[config.mk]
export PLATFORM = sky130hd
export DESIGN_NAME = servo_slot_table_with_ramp
export DESIGN_NICKNAME = d
export VERILOG_FILES = /design/src/hw/rtl/sstr_pkg.sv /design/src/hw/rtl/sstr_ramp_unit.sv /design/src/hw/rtl/servo_slot_table_with_ramp.sv
export SDC_FILE = /design/constraint.sdc
export NUM_CORES = 1
export LEC_CHECK = 0
export ABC_CLOCK_PERIOD_IN_PS = 14600
export BUFFER_PORTS_ARGS = -buffer_cell sky130_fd_sc_hd__buf_4
export CELL_PAD_IN_SITES_DETAIL_PLACEMENT = 0
export CELL_PAD_IN_SITES_GLOBAL_PLACEMENT = 1
export CORE_ASPECT_RATIO = 0.6
export CORE_MARGIN = 8
export CORE_UTILIZATION = 45
export CTS_CLUSTER_SIZE = 24
export DETAILED_ROUTE_END_ITERATION = 10
export PLACE_DENSITY = 0.78
export SLEW_MARGIN = 40
export SYNTH_ARGS = -nofsm -noshare
export SYNTH_HDL_FRONTEND = slang
export SYNTH_HIERARCHICAL = 1
export SYNTH_SLANG_ARGS = --single-unit
[constraint.sdc]
create_clock -name clk -period 14.6 [get_ports clk]
set_input_delay 0.73 -clock clk [delete_from_list [all_inputs] [get_ports clk]]
set_output_delay 0.73 -clock clk [all_outputs]
set_load 0.02 [all_outputs]
[src/hw/rtl/sstr_pkg.sv]
// Shared types and constants for the servo slot table with ramp.
package sstr_pkg;

  // Field widths fixed by the transaction format
  localparam int unsigned OP_W    = 2;
  localparam int unsigned PIN_W   = 5;
  localparam int unsigned WIDTH_W = 16;

  // Command codes
  localparam logic [OP_W-1:0] OP_SET_PULSE = 2'd0;
  localparam logic [OP_W-1:0] OP_SET_RAMP  = 2'd1;
  localparam logic [OP_W-1:0] OP_TICK      = 2'd2;

  // Ramp step loaded into every slot at reset
  localparam logic [WIDTH_W-1:0] STEP_RESET = 16'd2000;

  // Sequencer states
  typedef enum logic [1:0] {
    ST_IDLE,
    ST_SCAN,
    ST_COMMIT,
    ST_TICK
  } sstr_state_t;

endpackage

[src/hw/rtl/sstr_ramp_unit.sv]
// Slew-limited ramp unit: moves a width toward its target by at most one step.
module sstr_ramp_unit
  import sstr_pkg::*;
(
  input  logic [WIDTH_W-1:0] target,
  input  logic [WIDTH_W-1:0] current,
  input  logic [WIDTH_W-1:0] step,
  output logic [WIDTH_W-1:0] next_width
);

  logic               up;
  logic [WIDTH_W-1:0] diff;
  logic [WIDTH_W-1:0] stepped;

  // Measure distance to target and take one bounded step
  always_comb begin
    up      = (target >= current);
    diff    = up ? (target - current) : (current - target);
    stepped = up ? (current + step) : (current - step);
    if (step < diff) begin
      next_width = stepped;
    end else begin
      next_width = target;
    end
  end

endmodule

[src/hw/rtl/servo_slot_table_with_ramp.sv]
// Top level of the servo slot table with slew-limited ramp.
//
// A table of SLOTS servo slots, each holding a pin, a target width, the last
// emitted width and a ramp step (2000 after reset, kept across detach). A
// set-pulse or set-ramp transaction walks the table one slot per cycle to
// find the pin (and the lowest free slot), then commits and returns a single
// status result, which waits while out_stall holds the output. A frame tick
// walks the slots one per cycle through the shared ramp unit, stalling on
// out_stall at occupied slots, and emits one result per occupied slot, the
// last one flagged. An unused opcode skips the walk and gives one all-zero
// result with last set. The block takes one transaction at a time; in_stall
// is high until that transaction has finished.
module servo_slot_table_with_ramp
  import sstr_pkg::*;
#(
  parameter int unsigned SLOTS = 8
) (
  input  logic               clk,
  input  logic               rst_n,
  input  logic               in_valid,
  output logic               in_stall,
  input  logic [OP_W-1:0]    in_opcode,
  input  logic [PIN_W-1:0]   in_pin_number,
  input  logic [WIDTH_W-1:0] in_amount,
  output logic               out_valid,
  input  logic               out_stall,
  output logic               out_status_ok,
  output logic               out_slot_active,
  output logic               out_released,
  output logic [PIN_W-1:0]   out_pulse_pin,
  output logic [WIDTH_W-1:0] out_pulse_width,
  output logic               out_last
);

  localparam int unsigned IW = (SLOTS > 1) ? $clog2(SLOTS) : 1;
  localparam logic [IW-1:0] IDX_LAST = IW'(SLOTS - 1);

  sstr_state_t state_r, state_nxt;

  // Latched transaction and walk bookkeeping
  logic [OP_W-1:0]    op_r;
  logic [PIN_W-1:0]   pin_r;
  logic [WIDTH_W-1:0] amt_r;
  logic [IW-1:0]      idx_r;
  logic               hit_r;
  logic [IW-1:0]      hit_idx_r;
  logic               free_r;
  logic [IW-1:0]      free_idx_r;

  // Slot table
  logic [SLOTS-1:0]   used_r;
  logic [PIN_W-1:0]   slot_pin_r     [SLOTS];
  logic [WIDTH_W-1:0] slot_target_r  [SLOTS];
  logic [WIDTH_W-1:0] slot_current_r [SLOTS];
  logic [WIDTH_W-1:0] slot_step_r    [SLOTS];

  // Output register
  logic               out_valid_r;
  logic               out_status_ok_r;
  logic               out_slot_active_r;
  logic               out_released_r;
  logic [PIN_W-1:0]   out_pulse_pin_r;
  logic [WIDTH_W-1:0] out_pulse_width_r;
  logic               out_last_r;

  // Control
  logic               in_acc;
  logic               out_free;
  logic               idx_last;
  logic               cur_used;
  logic               pin_match;
  logic               later_used;
  logic               tick_adv;
  logic               tick_emit;
  logic               commit_go;
  logic               commit_ok;
  logic [WIDTH_W-1:0] ramp_next;

  // Share one ramp unit across the slot walk
  sstr_ramp_unit u_ramp (
    .target     (slot_target_r[idx_r]),
    .current    (slot_current_r[idx_r]),
    .step       (slot_step_r[idx_r]),
    .next_width (ramp_next)
  );

  // Look for occupied slots above the current index
  always_comb begin
    later_used = 1'b0;
    for (int i = 0; i < SLOTS; i++) begin
      if (used_r[i] && (i > int'(idx_r))) begin
        later_used = 1'b1;
      end
    end
  end

  // Decode control for the current cycle
  always_comb begin
    in_stall  = (state_r != ST_IDLE);
    in_acc    = in_valid && !in_stall;
    out_free  = !out_valid_r || !out_stall;
    idx_last  = (idx_r == IDX_LAST);
    cur_used  = used_r[idx_r];
    pin_match = cur_used && (slot_pin_r[idx_r] == pin_r);
    tick_adv  = (state_r == ST_TICK) && (!cur_used || out_free);
    tick_emit = (state_r == ST_TICK) && cur_used && out_free;
    commit_go = (state_r == ST_COMMIT) && out_free;
    unique case (op_r)
      OP_SET_PULSE: commit_ok = hit_r || free_r;
      OP_SET_RAMP:  commit_ok = hit_r;
      default:      commit_ok = 1'b0;
    endcase
  end

  // Advance the sequencer
  always_comb begin
    state_nxt = state_r;
    unique case (state_r)
      ST_IDLE: begin
        if (in_acc) begin
          if (in_opcode == OP_TICK) begin
            state_nxt = ST_TICK;
          end else if ((in_opcode == OP_SET_PULSE) || (in_opcode == OP_SET_RAMP)) begin
            state_nxt = ST_SCAN;
          end else begin
            state_nxt = ST_COMMIT;
          end
        end
      end
      ST_SCAN: begin
        if (idx_last) begin
          state_nxt = ST_COMMIT;
        end
      end
      ST_COMMIT: begin
        if (out_free) begin
          state_nxt = ST_IDLE;
        end
      end
      ST_TICK: begin
        if (tick_adv && idx_last) begin
          state_nxt = ST_IDLE;
        end
      end
      default: state_nxt = ST_IDLE;
    endcase
  end

  // Hold control state, walk index, used bits and steps
  always_ff @(posedge clk) begin
    if (!rst_n) begin
      state_r     <= ST_IDLE;
      idx_r       <= '0;
      hit_r       <= 1'b0;
      free_r      <= 1'b0;
      out_valid_r <= 1'b0;
      used_r      <= '0;
      for (int i = 0; i < SLOTS; i++) begin
        slot_step_r[i] <= STEP_RESET;
      end
    end else begin
      state_r <= state_nxt;

      // Load a new result, or drop the current one once taken
      if (commit_go || tick_emit) begin
        out_valid_r <= 1'b1;
      end else if (out_free) begin
        out_valid_r <= 1'b0;
      end

      if (in_acc) begin
        idx_r  <= '0;
        hit_r  <= 1'b0;
        free_r <= 1'b0;
      end

      // Scan for the pin and the lowest free slot
      if (state_r == ST_SCAN) begin
        if (pin_match && !hit_r) begin
          hit_r <= 1'b1;
        end
        if (!cur_used && !free_r) begin
          free_r <= 1'b1;
        end
        if (!idx_last) begin
          idx_r <= idx_r + IW'(1);
        end
      end

      // Apply the set command
      if (commit_go) begin
        if ((op_r == OP_SET_PULSE) && !hit_r && free_r) begin
          used_r[free_idx_r] <= 1'b1;
        end
        if ((op_r == OP_SET_RAMP) && hit_r) begin
          slot_step_r[hit_idx_r] <= amt_r;
        end
      end

      // Walk the slots on a frame tick
      if (tick_adv) begin
        if (!idx_last) begin
          idx_r <= idx_r + IW'(1);
        end
      end
      if (tick_emit) begin
        if (slot_target_r[idx_r] == '0) begin
          used_r[idx_r] <= 1'b0;
        end
      end
    end
  end

  // Hold transaction payload, slot contents and result fields
  always_ff @(posedge clk) begin
    if (in_acc) begin
      op_r  <= in_opcode;
      pin_r <= in_pin_number;
      amt_r <= in_amount;
    end

    if (state_r == ST_SCAN) begin
      if (pin_match && !hit_r) begin
        hit_idx_r <= idx_r;
      end
      if (!cur_used && !free_r) begin
        free_idx_r <= idx_r;
      end
    end

    if (commit_go) begin
      if (op_r == OP_SET_PULSE) begin
        if (hit_r) begin
          slot_target_r[hit_idx_r] <= amt_r;
        end else if (free_r) begin
          slot_pin_r[free_idx_r]     <= pin_r;
          slot_target_r[free_idx_r]  <= amt_r;
          slot_current_r[free_idx_r] <= amt_r;
        end
      end
      out_status_ok_r   <= commit_ok;
      out_slot_active_r <= 1'b0;
      out_released_r    <= 1'b0;
      out_pulse_pin_r   <= '0;
      out_pulse_width_r <= '0;
      out_last_r        <= 1'b1;
    end

    if (tick_emit) begin
      out_status_ok_r <= 1'b0;
      out_pulse_pin_r <= slot_pin_r[idx_r];
      out_last_r      <= !later_used;
      if (slot_target_r[idx_r] == '0) begin
        out_slot_active_r <= 1'b0;
        out_released_r    <= 1'b1;
        out_pulse_width_r <= '0;
      end else begin
        slot_current_r[idx_r] <= ramp_next;
        out_slot_active_r     <= 1'b1;
        out_released_r        <= 1'b0;
        out_pulse_width_r     <= ramp_next;
      end
    end
  end

  assign out_valid       = out_valid_r;
  assign out_status_ok   = out_status_ok_r;
  assign out_slot_active = out_slot_active_r;
  assign out_released    = out_released_r;
  assign out_pulse_pin   = out_pulse_pin_r;
  assign out_pulse_width = out_pulse_width_r;
  assign out_last        = out_last_r;

endmodule
# Word-level counts from Yosys, hierarchy flattened
# Memories as Yosys holds them, arrays and structs flattened. A register that Yosys moved wholly into a read port is not among the register bits.
# Cells that the tools add are included.
# word_totals
regBits	70
ram_bits	424
inputBits	27
output_inout_bits	27
wordCells	183
memories	4
# memory_table
name	depth	word_bits	read_ports	rd_clocked_by_memory_dff	wr	line_no	rtl
slot_current_r	8	16	1	1	1	servo_slot_table_with_ramp.sv:54	logic [WIDTH_W-1:0] slot_current_r [SLOTS];
slot_step_r	8	16	1	1	8	servo_slot_table_with_ramp.sv:55	logic [WIDTH_W-1:0] slot_step_r [SLOTS];
slot_target_r	8	16	1	1	1	servo_slot_table_with_ramp.sv:53	logic [WIDTH_W-1:0] slot_target_r [SLOTS];
slot_pin_r	8	5	1	1	1	servo_slot_table_with_ramp.sv:52	logic [PIN_W-1:0] slot_pin_r [SLOTS];
# classes
addsub	5
n_lt_le_gt_ge	13
n_eq_ne	12
mux	83
bitwise_logic	3
reduce_logical	46
# ops
operator	n
16-bit two-way mux	9
16-bit OR reduction	3
16-bit subtractor	3
1-bit two-way mux	44
8-bit two-way mux	5
3-bit two-way mux	12
1-bit logical AND	21
16-bit adder	1
16-bit greater-or-equal comparator	1
16-bit zero test	1
16-bit less-than comparator	1
3-bit greater-than comparator, first input constant	4
2-bit two-way mux	6
5-bit two-way mux	2
8-bit bitwise AND	1
3-bit by 4-bit less-than comparator with 1-bit output, second input constant	2
8-bit NOT	1
8-bit bitwise OR	1
2-bit case mux with 4 select lines	1
1-bit zero test	7
1-bit demux with 3-bit select	2
2-bit by 1-bit == test with 1-bit output, second input constant	3
2-bit == test, second input constant	3
3-bit by 1-bit greater-or-equal comparator with 1-bit output, second input constant	2
other kinds (14)	26

# Depth between registers and ports, before layout
# Gate-level depths: netlist of run 1.
# depth
depth_word	11
depth_mapped	31

# Modules after synthesis
# Netlist of run 1, hierarchy kept.
# by_module_without_submodules
mod	n_inst	cells_per_inst	area_per_inst_um2	seq_area_each_um2
servo_slot_table_with_ramp	1	1230	19804.0	14664.1
sstr_ramp_unit	1	411	3064.2	0.0

# Worst setup path after synthesis of run 1
# OpenSTA, ideal clock, no wires.
# synth_path
kind	register to register
from	register idx_r[2]
to	memory slot_current_r[0][10], data pin
setup_ns	0.265
arrival_ns	6.413
required_ns	14.335
slack_ns	7.922
stages_incl_launch_ff	30
path_cell_list	dfxtp_1 > buf_4 > buf_6 > buf_6 > buf_2 > or2_2 > nor2_1 > clkbuf_1 > a22oi_1 > nand4_1 > ha_1 > buf_2 > and4_4 > and3_4 > a2111oi_4 > a31oi_4 > mux2_2 > o211ai_1 > mux2i_1 > o311ai_0 > ha_1 > a21o_1 > a21o_1 > a21oi_1 > o21ai_1 > nor2_1 > buf_2 > mux2i_1 > inv_1 > o21ai_0
# synth_via
elab_chain_cells	8
# synth_lines
item	line_no	rtl
start: declaration	servo_slot_table_with_ramp.sv:44	logic [IW-1:0] idx_r;
start signal: assignment	servo_slot_table_with_ramp.sv:186	idx_r <= idx_r + IW'(1);
start signal: assignment	servo_slot_table_with_ramp.sv:203	idx_r <= idx_r + IW'(1);
1-bit binary-select mux with 3-bit select	servo_slot_table_with_ramp.sv:103	cur_used = used_r[idx_r];
1-bit two-way mux (implied by the code)	servo_slot_table_with_ramp.sv:103	
1-bit logical AND (2 in series)	servo_slot_table_with_ramp.sv:106	tick_emit = (state_r == ST_TICK) && cur_used && out_free;
1-bit two-way mux	servo_slot_table_with_ramp.sv:249	if (tick_emit) begin
1-bit two-way mux (implied by the code)	servo_slot_table_with_ramp.sv:258	slot_current_r[idx_r] <= ramp_next;
16-bit OR reduction (no line)	n/a	
16-bit two-way mux (no line)	n/a	
end: declaration	servo_slot_table_with_ramp.sv:54	
# Every way passes these cells. The select of a mux whose other input is x is not followed.

# Worst setup path in the final report of run 1
# layout_path
from	register idx_r[0]
to	memory slot_current_r[3][10], data pin
# The elaborated chain is that of the path after synthesis.

==> results.txt, run 1 <==
----------------------------------------------------
[Setup path]
  Buffering stage count on the worst path with inverters included ... 3
  Data required time at the worst endpoint ... 14.86 ns
  Worst-path fanout max ... 39
  Cell class contributing the biggest share of worst-path delay ... compound AO/OA/AOI/OAI gates
  Nature of the critical path startpoint ... flop
  Arrival @ worst endpoint ... 8.35 ns
  Cells along the critical path ... nand2_1, nor2_2, a22oi_1, nand4_1, ha_1, a21oi_1, nor2b_1, a2111oi_4, a31oi_4, buf_4, mux2_2, o211ai_1, mux2i_1, o311ai_0, ha_1, a21o_1, a21o_1, a21oi_1, o21ai_1, nor2_1, buf_4, mux2i_1, inv_1, o21ai_0
  Slowest stage delay, CP ... 0.73 ns
  Slowest library cell on the worst path ... nor2_2
  Path type of the worst setup path ... flop to flop
  Crit. End Element ... flop

[Power and ir drop]
  Peak supply drop ... 0.0000908 V
  Seq pwr share ... 0.437
  Clk pwr share ... 0.306
  Internal power consumption ... 2.60 mW
  Switching power total ... 1.15 mW
  Switching share of power ... 0.307
  Leakage ... 8.76 nW
  Power density over the cells ... 146 nW/um2
  Combinational share of power ... 0.257

[Synthesis]
  Fraction of synthesis flops using an asynchronous set or reset pin ... 0
  Number of flops mapped to enable cells by yosys ... 477
  Syn nets ... 1736
  Number of distinct library cells after synthesis ... 80
  Avg Cell Area, Syn ... 13.9 um2
  Yosys reg bits ... 494
  Number of warnings reported in the yosys synthesis log ... 6
  Fraction of the yosys area taken by sequential cells ... 0.641
  Mapped cell area ... 22900 um2
  Most instantiated flip-flop cell in the synthesis netlist ... edfxtp_1
  Synthesized netlist cell count ... 1641

[Cells and area]
  Layout-stage area growth over the synthesis result ... 12.1%
  NumNets Final ... 1812
  Final instance area ... 25600 um2
  Ratio of cells with drive above 1 in the final layout ... 0.158

[Detailed routing]
  Post-route DRC violation count ... 0
  Average routed wire per standard cell ... 25.8 um
  Overall routed net length ... 63.1 mm
  Vias per std cell ... 5.95
  DR pass1 iterations ... 5
  Initial detailed-routing violation count ... 1772
  Number of vias after detailed routing ... 14565
  Antenna-violating nets left ... 0

[Clock tree]
  Clock root buffer ... clkbuf_16
  Clock sink total ... 494
  Total of hold buffers inserted after clock tree synthesis ... 0
  Clk_lat worst skew ... 0.57 ns
  Clock buffer count from CTS ... 45
  CTS resizes ... 0
  Number of setup buffers added after CTS ... 0
  Number of H-tree levels ... 2
  Clock transition time at the flip-flop clock pins of the worst setup and hold paths ... 0.07 ns
  Clock tree from TritonCTS ... done
  Maximum clock path buffer count ... 3

[Place]
  Dpl cell area ... 24200 um2
  Detailed placer's ending HPWL ... 43.3 mm
  RD Place Congestion ... 0.893
  I/O Buffers ... 53

[Status]
  Run status ... finished, final reports clean

[Global routing]
  Global-route wire length before repair ... 93.1 mm
  Total Routing Usage GR ... 0.212
  Pin count of the biggest net entering global routing ... 58
  Number of global-route vias before repair ... 14023
  Remaining Overflow, GRT ... 0
  Antenna violations before repair ... 1

[STA]
  Minimum period implied by the final worst setup slack ... 8.09 ns
  Maximum clock frequency ... 0.124 GHz
  Number of max-slew violations in the final report ... 0
  Worst slew margin relative to its limit ... 0.427
  Period utilization ... 0.554
  Transition time at the pin with the least slew margin ... 0.860 ns
  Final number of hold-violating endpoints ... 0
  Setup skew after layout ... 0.0313 ns
  Unrepaired setup endpoints after global routing ... false
  Sum of negative setup slack ... 0 ns
  Setup violations, final ... 0

[Min path]
  Hold/Removal Path Class ... input port to flop

[Flow run]
  Max_cap viols ... 0

[Die]
  Number of cell rows ... 64
  Ports ... 54
  Width of the chip ... 307 um
  Overall die area ... 58500 um2
  Y dimension of the die ... 191 um
  Initial core utilization ... 0.452
  CORE AREA ... 50600 um2

----------------------------------------------------
[registers in the layout, indices dropped and copies added, names as in the netlist, 5 cells and up]
signal           count
slot_step_r        128
used_r               8
slot_current_r     128
slot_target_r      128
amt_r               16
out_pulse_pin        5
out_pulse_width     16
pin_r                5
slot_pin_r          40
[cell usage after synthesis (all sizes together) (39+ instances only)]
| cell type | instances | area [um2] |
|---|---|---|
| nand2b | 41 | 257 |
| a21oi | 55 | 279 |
| nand2 | 65 | 251 |
| inv | 66 | 248 |
| nor2 | 99 | 372 |
| a22oi | 94 | 706 |
| o21ai | 73 | 403 |
| edfxtp | 477 | 14300 |
| ha | 65 | 813 |
| clkbuf | 43 | 161 |
| and2 | 87 | 544 |
| or3 | 39 | 244 |
[placed cells by master (no fill, tap or decap), types with 9 or more instances in the layout]
cell	Yosys	routed
a31oi_1	10	10
a22oi_1	94	94
a221oi_1	10	10
nand4_1	16	16
xor2_1	26	26
edfxtp_1	477	477
clkinv_1	1	9
mux2_2	21	21
a21o_1	21	21
nand2b_1	41	39
nor2b_1	13	13
dfxtp_1	17	14
clkbuf_1	43	11
a22o_1	9	9
o21ai_2	10	10
or3_1	39	39
clkbuf_16	0	47
nand2_1	64	63
ha_1	65	65
and2_1	85	86
o21ai_0	62	53
mux2i_1	34	34
inv_1	65	64
nor3_1	25	25
o21ai_1	1	10
a21oi_1	54	54
xnor2_1	16	16
nor2_1	99	92
nand3_1	27	27
buf_4	3	101
o21a_1	9	9
and3_1	9	9
mux4_2	30	30
[power by group through the flow]
stage	Clock [mW]	Combinational (mW)	Sequential [mW]
2_1_floorplan	0	0.679	1.66
3_3_place_gp	0	0.937	1.67
3_5_place_dp	0	0.939	1.67
4_1_cts	1.16	0.944	1.64
5_1_grt	1.21	1.06	1.64
6_report	1.15	0.966	1.64
[routing by layer]
layer  up-vias  part of all wire  track usage
met5         -                 0            0
met4         0             0.013       0.0377
met3        66              0.11       0.0696
met2       712              0.41        0.296
met1      7297              0.46        0.322
li1       6490                 -            -
[per-stage QoR]
step	hold WS, ns	total power [mW]	std cells	utilization	setup slack (ns)
3_5_place_dp	0.480	2.61	2361	0.478	6.55
5_1_grt	0.326	3.92	2445	0.507	5.94
4_1_cts	0.327	3.75	2443	0.506	6.51
2_1_floorplan	0.455	2.34	1641	-	7.92
6_report	0.335	3.76	2447	0.507	6.51
3_3_place_gp	0.485	2.61	2361	0.477	6.85
[kinds of logic (layout without fill, tap and decap cells)]
kind of cell | count (synthesis) | after routing | synth area share
xor+xnor | 42 | 42 | 0.0161
simple gates | 450 | 450 | 0.104
fa+ha+maj | 68 | 68 | 0.0382
buf+inv | 141 | 252 | 0.0288
mux | 91 | 91 | 0.0612
other cells | 0 | 2 | 0
flops | 494 | 494 | 0.641
compound gates | 355 | 355 | 0.110
[worst paths after layout]
kind | slack, ns | start | end | cells after the start
worst max-delay path | 6.51 | idx_r[0]$_SDFF_PN0_ | slot_current_r[3][10]$_DFFE_PP_ | 24
worst min-delay path | 0.33 | in_pin_number[4] | pin_r[4]$_DFFE_PP_ | 1
worst max register to register | 6.51 | idx_r[0]$_SDFF_PN0_ | slot_current_r[3][10]$_DFFE_PP_ | 24
worst min register to register | 0.51 | out_status_ok$_SDFFE_PN0P_ | out_status_ok$_SDFFE_PN0P_ | 2
[final cells by class]
type	instances	area, um2
Clock buffer	60	1240
Timing Repair Buffer	103	785
Clock inverter	22	164
Fill cell	4306	25000
Antenna cell	2	5.00
Tap cell	693	867
Inverter	67	251
Multi-Input combinational cell	1006	7660
Sequential cell	494	14700
No activity file was read; power rests on OpenSTA's default activity.
==> run 2, diff against run 1 <==
- ABC_CLOCK_PERIOD_IN_PS: 14600 -> 7700
- clock period: 14.6 -> 7.7 ns (I/O delays scaled with it)
==> run 2 against run 1 <==
Against the previous run:
- first-iteration DRC count is 6.0% lower
- critical path depth stayed put
- core utilization is 1.1 points higher
- sequential power is 91% higher
- register-to-register slack worse by 5.9 ns
- critical path type unchanged
- critical endpoint is now slot_current_r[7][5]$_DFFE_PP_
- largest cell class unchanged
- largest power group unchanged
==> results.txt, run 2 (same netlist as run 1, synthesis figures left out) <==
----------------------------------------------------
[Status]
  Run status ... finished, final reports clean

[Cells and area]
  Fillers ... 4234
  Final instance area ... 26200 um2
  Layout-stage area growth over the synthesis result ... 14.6%
  Highest-count cells in the layout ignoring fill and taps ... edfxtp_1 (477), buf_4 (119), a22oi_1 (94), nor2_1 (92), and2_1 (86)
  Registers with the most flip-flops ... slot_current_r (128), slot_step_r (128), slot_target_r (128)
  Ratio of cells with drive above 1 in the final layout ... 0.169
  NumNets Final ... 1854
  Most common library cell in the layout ignoring fill and taps ... edfxtp_1

[Die]
  CORE AREA ... 50600 um2
  Overall die area ... 58500 um2
  Width of the chip ... 307 um
  Number of cell rows ... 64
  Y dimension of the die ... 191 um
  Ports ... 54
  Initial core utilization ... 0.452

[Global routing]
  Total Routing Usage GR ... 0.212
  Global routing met2 resource utilization ... 0.303
  Grt met3 use ... 0.0599
  Number of global-route vias before repair ... 13898
  Global-route wire length before repair ... 92.5 mm
  Global-route track usage on met1 ... 0.321
  Antenna violations before repair ... 1
  Pin count of the biggest net entering global routing ... 52
  Global routing's busiest layer ... met1
  Remaining Overflow, GRT ... 0

[STA]
  Setup skew after layout ... 0.0270 ns
  Sum of negative setup slack ... 0 ns
  Number of max-slew violations in the final report ... 0
  Worst hold-check slack ... 0.154 ns
  Minimum period implied by the final worst setup slack ... 7.11 ns
  Worst slew margin relative to its limit ... 0.400
  Transition time at the pin with the least slew margin ... 0.900 ns
  Setup violations, final ... 0
  Period utilization ... 0.924
  Maximum clock frequency ... 0.141 GHz
  Final number of hold-violating endpoints ... 0
  Final critical-path setup slack ... 0.588 ns
  Unrepaired setup endpoints after global routing ... false

[Power and ir drop]
  Leakage ... 9.04 nW
  Power density over the cells ... 282 nW/um2
  Peak supply drop ... 0.000174 V

[Place]
  Worst slack after detailed placement ... 0.480 ns
  Dpl cell area ... 24400 um2
  Detailed placer's ending HPWL ... 43.6 mm
  I/O Buffers ... 53
  RD Place Congestion ... 0.909

[Clock tree]
  Clock tree from TritonCTS ... done
  Clock buffer count from CTS ... 45
  Maximum clock path buffer count ... 3
  Number of H-tree levels ... 2
  Clk_lat worst skew ... 0.58 ns
  Clock transition time at the flip-flop clock pins of the worst setup and hold paths ... 0.06 ns
  Clock root buffer ... clkbuf_16
  CTS resizes ... 0
  Clock sink total ... 494

[Setup path]
  Worst-path fanout max ... 24
  Path type of the worst setup path ... flop to flop
  Slowest stage delay, CP ... 0.72 ns
  Nature of the critical path startpoint ... flop
  Data required time at the worst endpoint ... 8.02 ns
  Cells along the critical path ... clkinv_1, nor2_2, a22oi_1, nand4_1, ha_1, a21oi_1, nor2b_1, a2111oi_4, a31oi_4, buf_4, mux2_4, a221o_1, a21oi_2, xor2_1, ha_1, a21o_1, a21o_1, a21oi_1, o21ai_1, nor2_1, buf_4, mux2i_1, inv_1, o21ai_2
  Worst R2R Setup Slack ... 0.59 ns
  Slowest library cell on the worst path ... nor2_2
  Crit. End Element ... flop
  Arrival @ worst endpoint ... 7.44 ns

[Min path]
  Hold/Removal Path Class ... input port to flop

[Detailed routing]
  Overall routed net length ... 63.3 mm
  Initial detailed-routing violation count ... 1665
  Number of vias after detailed routing ... 14554
  DR pass1 iterations ... 5
  Average routed wire per standard cell ... 25.5 um
  Vias per std cell ... 5.85
  Antenna-violating nets left ... 0
  Post-route DRC violation count ... 0

[Flow run]
  Max_cap viols ... 0

----------------------------------------------------
==> run 2: power breakdown <==
group	total [mW]	switching [mW]	leakage, nW	internal [mW]
clock	2.42	1.01	0.773	1.41
combinational	1.85	1.11	3.81	0.734
sequential	3.13	0.0960	4.45	3.03
total	7.39	2.21	9.04	5.18
==> run 2: worst max-delay path, delay by kind of cell, from the launching register on <==
kind | cells | cell delay, ns
AOI/OAI and AO/OA | 11 | 2.61
xor gates and xnor gates | 1 | 0.08
adders and majority gates | 2 | 0.58
buffers and inverters | 4 | 0.92
DFF | 1 | 0.56
muxes | 2 | 0.56
and+or+nand+nor | 4 | 1.53
==> run 2: final timing paths <==
| path | startpoint | end | cells past startpoint |
|---|---|---|---|
| worst min-delay path | out_stall | out_valid$_SDFFE_PN0P_ | 3 |
| worst min register to register | out_status_ok$_SDFFE_PN0P_ | out_status_ok$_SDFFE_PN0P_ | 2 |
| worst max register to register | idx_r[0]$_SDFF_PN0_ | slot_current_r[7][5]$_DFFE_PP_ | 24 |
| worst max-delay path | idx_r[0]$_SDFF_PN0_ | slot_current_r[7][5]$_DFFE_PP_ | 24 |
==> run 2: stage by stage <==
| stage | total power [mW] | cells | utilization |
|---|---|---|---|
| final | 7.39 | 2487 | 0.518 |
| after global routing | 7.69 | 2486 | 0.518 |
| after CTS | 7.38 | 2484 | 0.517 |
| after detailed placement | 4.98 | 2380 | 0.481 |
| after global placement | 4.97 | 2380 | 0.480 |
| after floorplan | 4.43 | 1641 | - |
==> run 2: final cells by class <==
cell class	instances	area (um2)	share of cell area
inverters	67	251	0.00960
flip-flops and latches	494	14700	0.560
well taps	693	867	0.0331
clock buffers	56	1200	0.0457
repair buffers	145	1170	0.0448
multi-input cells	1006	7660	0.292
clock inverters	25	382	0.0146
diodes	1	2.50	0.0000955
==> run 2: timing repair <==
action                                  4_1_cts  5_1_grt
hold buffers                                 23        0
endpoints found under the hold margin        23        0
setup buffers                                 0        0
endpoints found under the setup margin        0        0
==> run 2: routing by layer <==
metal,wire length [um],part of all wire
met1,29100,0.46
met2,26600,0.42
met3,6670,0.11
met4,919,0.015
met5,100,0.0016
==> run 3, diff against run 2 <==
- CORE_ASPECT_RATIO: 0.6 -> not set
- SLEW_MARGIN: 40 -> not set
==> run 3 against run 2 <==
Against the previous run:
- non-clock buffer count decreased by 4
- first-iteration DRC count grew 0.12%
- worst hold slack lost 0.020 ns
- clock-buffer cell count increased by 11
- flip-flop and latch count unchanged
- die area down 0.40%
- sequential share of layout area is 0.23 points higher
- cell area down 0.41%
- global-route usage fell by 0.068 points
- fmax down 1.1%
- combinational power hardly changed
- core utilization increased by 0.24 points
==> results.txt, run 3 (same netlist as run 1, synthesis figures left out) <==
----------------------------------------------------
[Global routing]
  Number of global-route vias before repair ... 14291
  Remaining Overflow, GRT ... 0
  Global-route wire length before repair ... 91.4 mm
  Pin count of the biggest net entering global routing ... 63
  Antenna violations before repair ... 0
  Total Routing Usage GR ... 0.211

[STA]
  Worst slew margin relative to its limit ... 0.233
  Transition time at the pin with the least slew margin ... 1.15 ns
  Worst hold-check slack ... 0.133 ns
  Minimum period implied by the final worst setup slack ... 7.19 ns
  Setup skew after layout ... 0.0323 ns
  Final number of hold-violating endpoints ... 0
  Sum of negative setup slack ... 0 ns
  Unrepaired setup endpoints after global routing ... false
  Maximum clock frequency ... 0.139 GHz
  Number of max-slew violations in the final report ... 0
  Setup violations, final ... 0
  Period utilization ... 0.934

[Clock tree]
  Number of H-tree levels ... 2
  Clock sink total ... 494
  Maximum clock path buffer count ... 3
  Clock transition time at the flip-flop clock pins of the worst setup and hold paths ... 0.06 ns
  Clock tree from TritonCTS ... done
  Number of setup buffers added after CTS ... 0
  Clk_lat worst skew ... 0.60 ns
  Clock buffer count from CTS ... 50
  Clock root buffer ... clkbuf_16

[Cells and area]
  Core occupancy in the finished layout ... 0.520
  Fillers ... 4177
  Highest-count cells in the layout ignoring fill and taps ... edfxtp_1 (477), buf_4 (117), a22oi_1 (94), nor2_1 (93), and2_1 (86)
  Most common library cell in the layout ignoring fill and taps ... edfxtp_1
  Registers with the most flip-flops ... slot_current_r (128), slot_step_r (128), slot_target_r (128)
  NumNets Final ... 1855
  Diodes inserted ... 0
  Final Non-Filler Cells ... 2472
  Ratio of cells with drive above 1 in the final layout ... 0.162
  Layout-stage area growth over the synthesis result ... 14.1%

[Detailed routing]
  Post-route DRC violation count ... 0
  Vias per std cell ... 5.94
  Antenna-violating nets left ... 0
  Initial detailed-routing violation count ... 1667
  Number of vias after detailed routing ... 14675
  DR pass1 iterations ... 5
  Overall routed net length ... 61.6 mm
  Average routed wire per standard cell ... 24.9 um

[Die]
  Width of the chip ... 241 um
  Number of cell rows ... 82
  Overall die area ... 58300 um2
  CORE AREA ... 50200 um2
  Initial core utilization ... 0.456
  Y dimension of the die ... 241 um
  Ports ... 54

[Setup path]
  Worst R2R Setup Slack ... 0.51 ns
  Cells along the critical path ... inv_2, and2_1, a222oi_1, o221ai_1, ha_1, and4_4, and3_4, a2111oi_4, a31oi_4, mux2_2, o211ai_1, mux2i_1, o311ai_0, ha_1, a21o_1, a21o_1, a21oi_1, o21ai_1, nor2_1, mux2_2, inv_1, o21ai_0
  First element of the critical path ... idx_r[2]$_SDFF_PN0_
  Data required time at the worst endpoint ... 7.97 ns
  Buffering stage count on the worst path with inverters included ... 2
  Worst R2R Start ... idx_r[2]$_SDFF_PN0_
  Arrival @ worst endpoint ... 7.46 ns
  Nature of the critical path startpoint ... flop
  Cell class contributing the biggest share of worst-path delay ... compound AO/OA/AOI/OAI gates
  Slowest library cell on the worst path ... o21ai_0
  Path type of the worst setup path ... flop to flop
  Slowest stage delay, CP ... 0.76 ns
  Crit. End Element ... flop
  Worst-path fanout max ... 30

[Power and ir drop]
  Leakage ... 9.03 nW
  Peak supply drop ... 0.000166 V
  Power density over the cells ... 283 nW/um2
  Power, Total ... 7.37 mW

[Place]
  Detailed placer's ending HPWL ... 41.2 mm
  Cell count after placement ... 2357
  RD Place Congestion ... 0.882
  I/O Buffers ... 53

[Flow run]
  Max_cap viols ... 0

[Min path]
  Critical hold path startpoint ... out_stall
  Hold/Removal Path Class ... input port to flop

[Status]
  Run status ... finished, final reports clean

----------------------------------------------------
run 3: cell count changes in the layout (fill, tap and decap cells not counted), moves of 3 or more:
cell,before,now
clkbuf_1,8,14
clkbuf_16,45,51
clkinv_1,4,10
o21bai_2,0,6
bufinv_16,9,4
o21bai_4,5,0
nand2b_1,38,41
nand2b_2,3,0
run 3: path summary, 6_finish.rpt:
check	endpoint	depth (start not counted)
hold / removal	out_valid$_SDFFE_PN0P_	3
setup reg to reg	slot_current_r[0][15]$_DFFE_PP_	22
hold reg to reg	out_status_ok$_SDFFE_PN0P_	2
setup / recovery	slot_current_r[0][15]$_DFFE_PP_	22
run 3: worst min-delay path, stage by stage:
cell	delay [ns]
buf_4	0.08
nand2_1	0.08
a31oi_1	0.14
run 3: report_power, final:
group	leakage (nW)	switching (mW)	internal [mW]
logic	3.80	1.14	0.733
registers	4.45	0.0796	3.03
clock network	0.783	1.01	1.38
total	9.03	2.23	5.14
run 3: repair_timing:
action                                  in CTS  in global routing
gates resized for setup                      0                  1
hold endpoints to repair                    23                  0
endpoints found under the setup margin       0                  8
hold buffers                                23                  0
run 3: area by class of cell:
type | count | area (um2) | area share
Multi-Input combinational cell | 1006 | 7600 | 0.291
Tap cell | 672 | 841 | 0.0322
Clock buffer | 67 | 1360 | 0.0520
Timing Repair Buffer | 141 | 1130 | 0.0432
Sequential cell | 494 | 14700 | 0.562
Inverter | 67 | 251 | 0.00964
Clock inverter | 25 | 249 | 0.00954
run 3: layer usage:
layer,routed length (um),track usage,vias to the layer above
met5,0,0,-
met4,1760,0.0703,0
met3,5630,0.0457,99
met2,28100,0.325,651
met1,26100,0.297,7344
li1,-,-,6581
run 3: stage by stage:
stage | worst slack [ns] | instance area (um2)
3_5_place_dp | 0.557 | 24300
4_1_cts | 0.517 | 26100
5_1_grt | 0.0193 | 26100
6_report | 0.512 | 26100
3_3_place_gp | 0.615 | 24300
2_1_floorplan | 1.02 | 22900
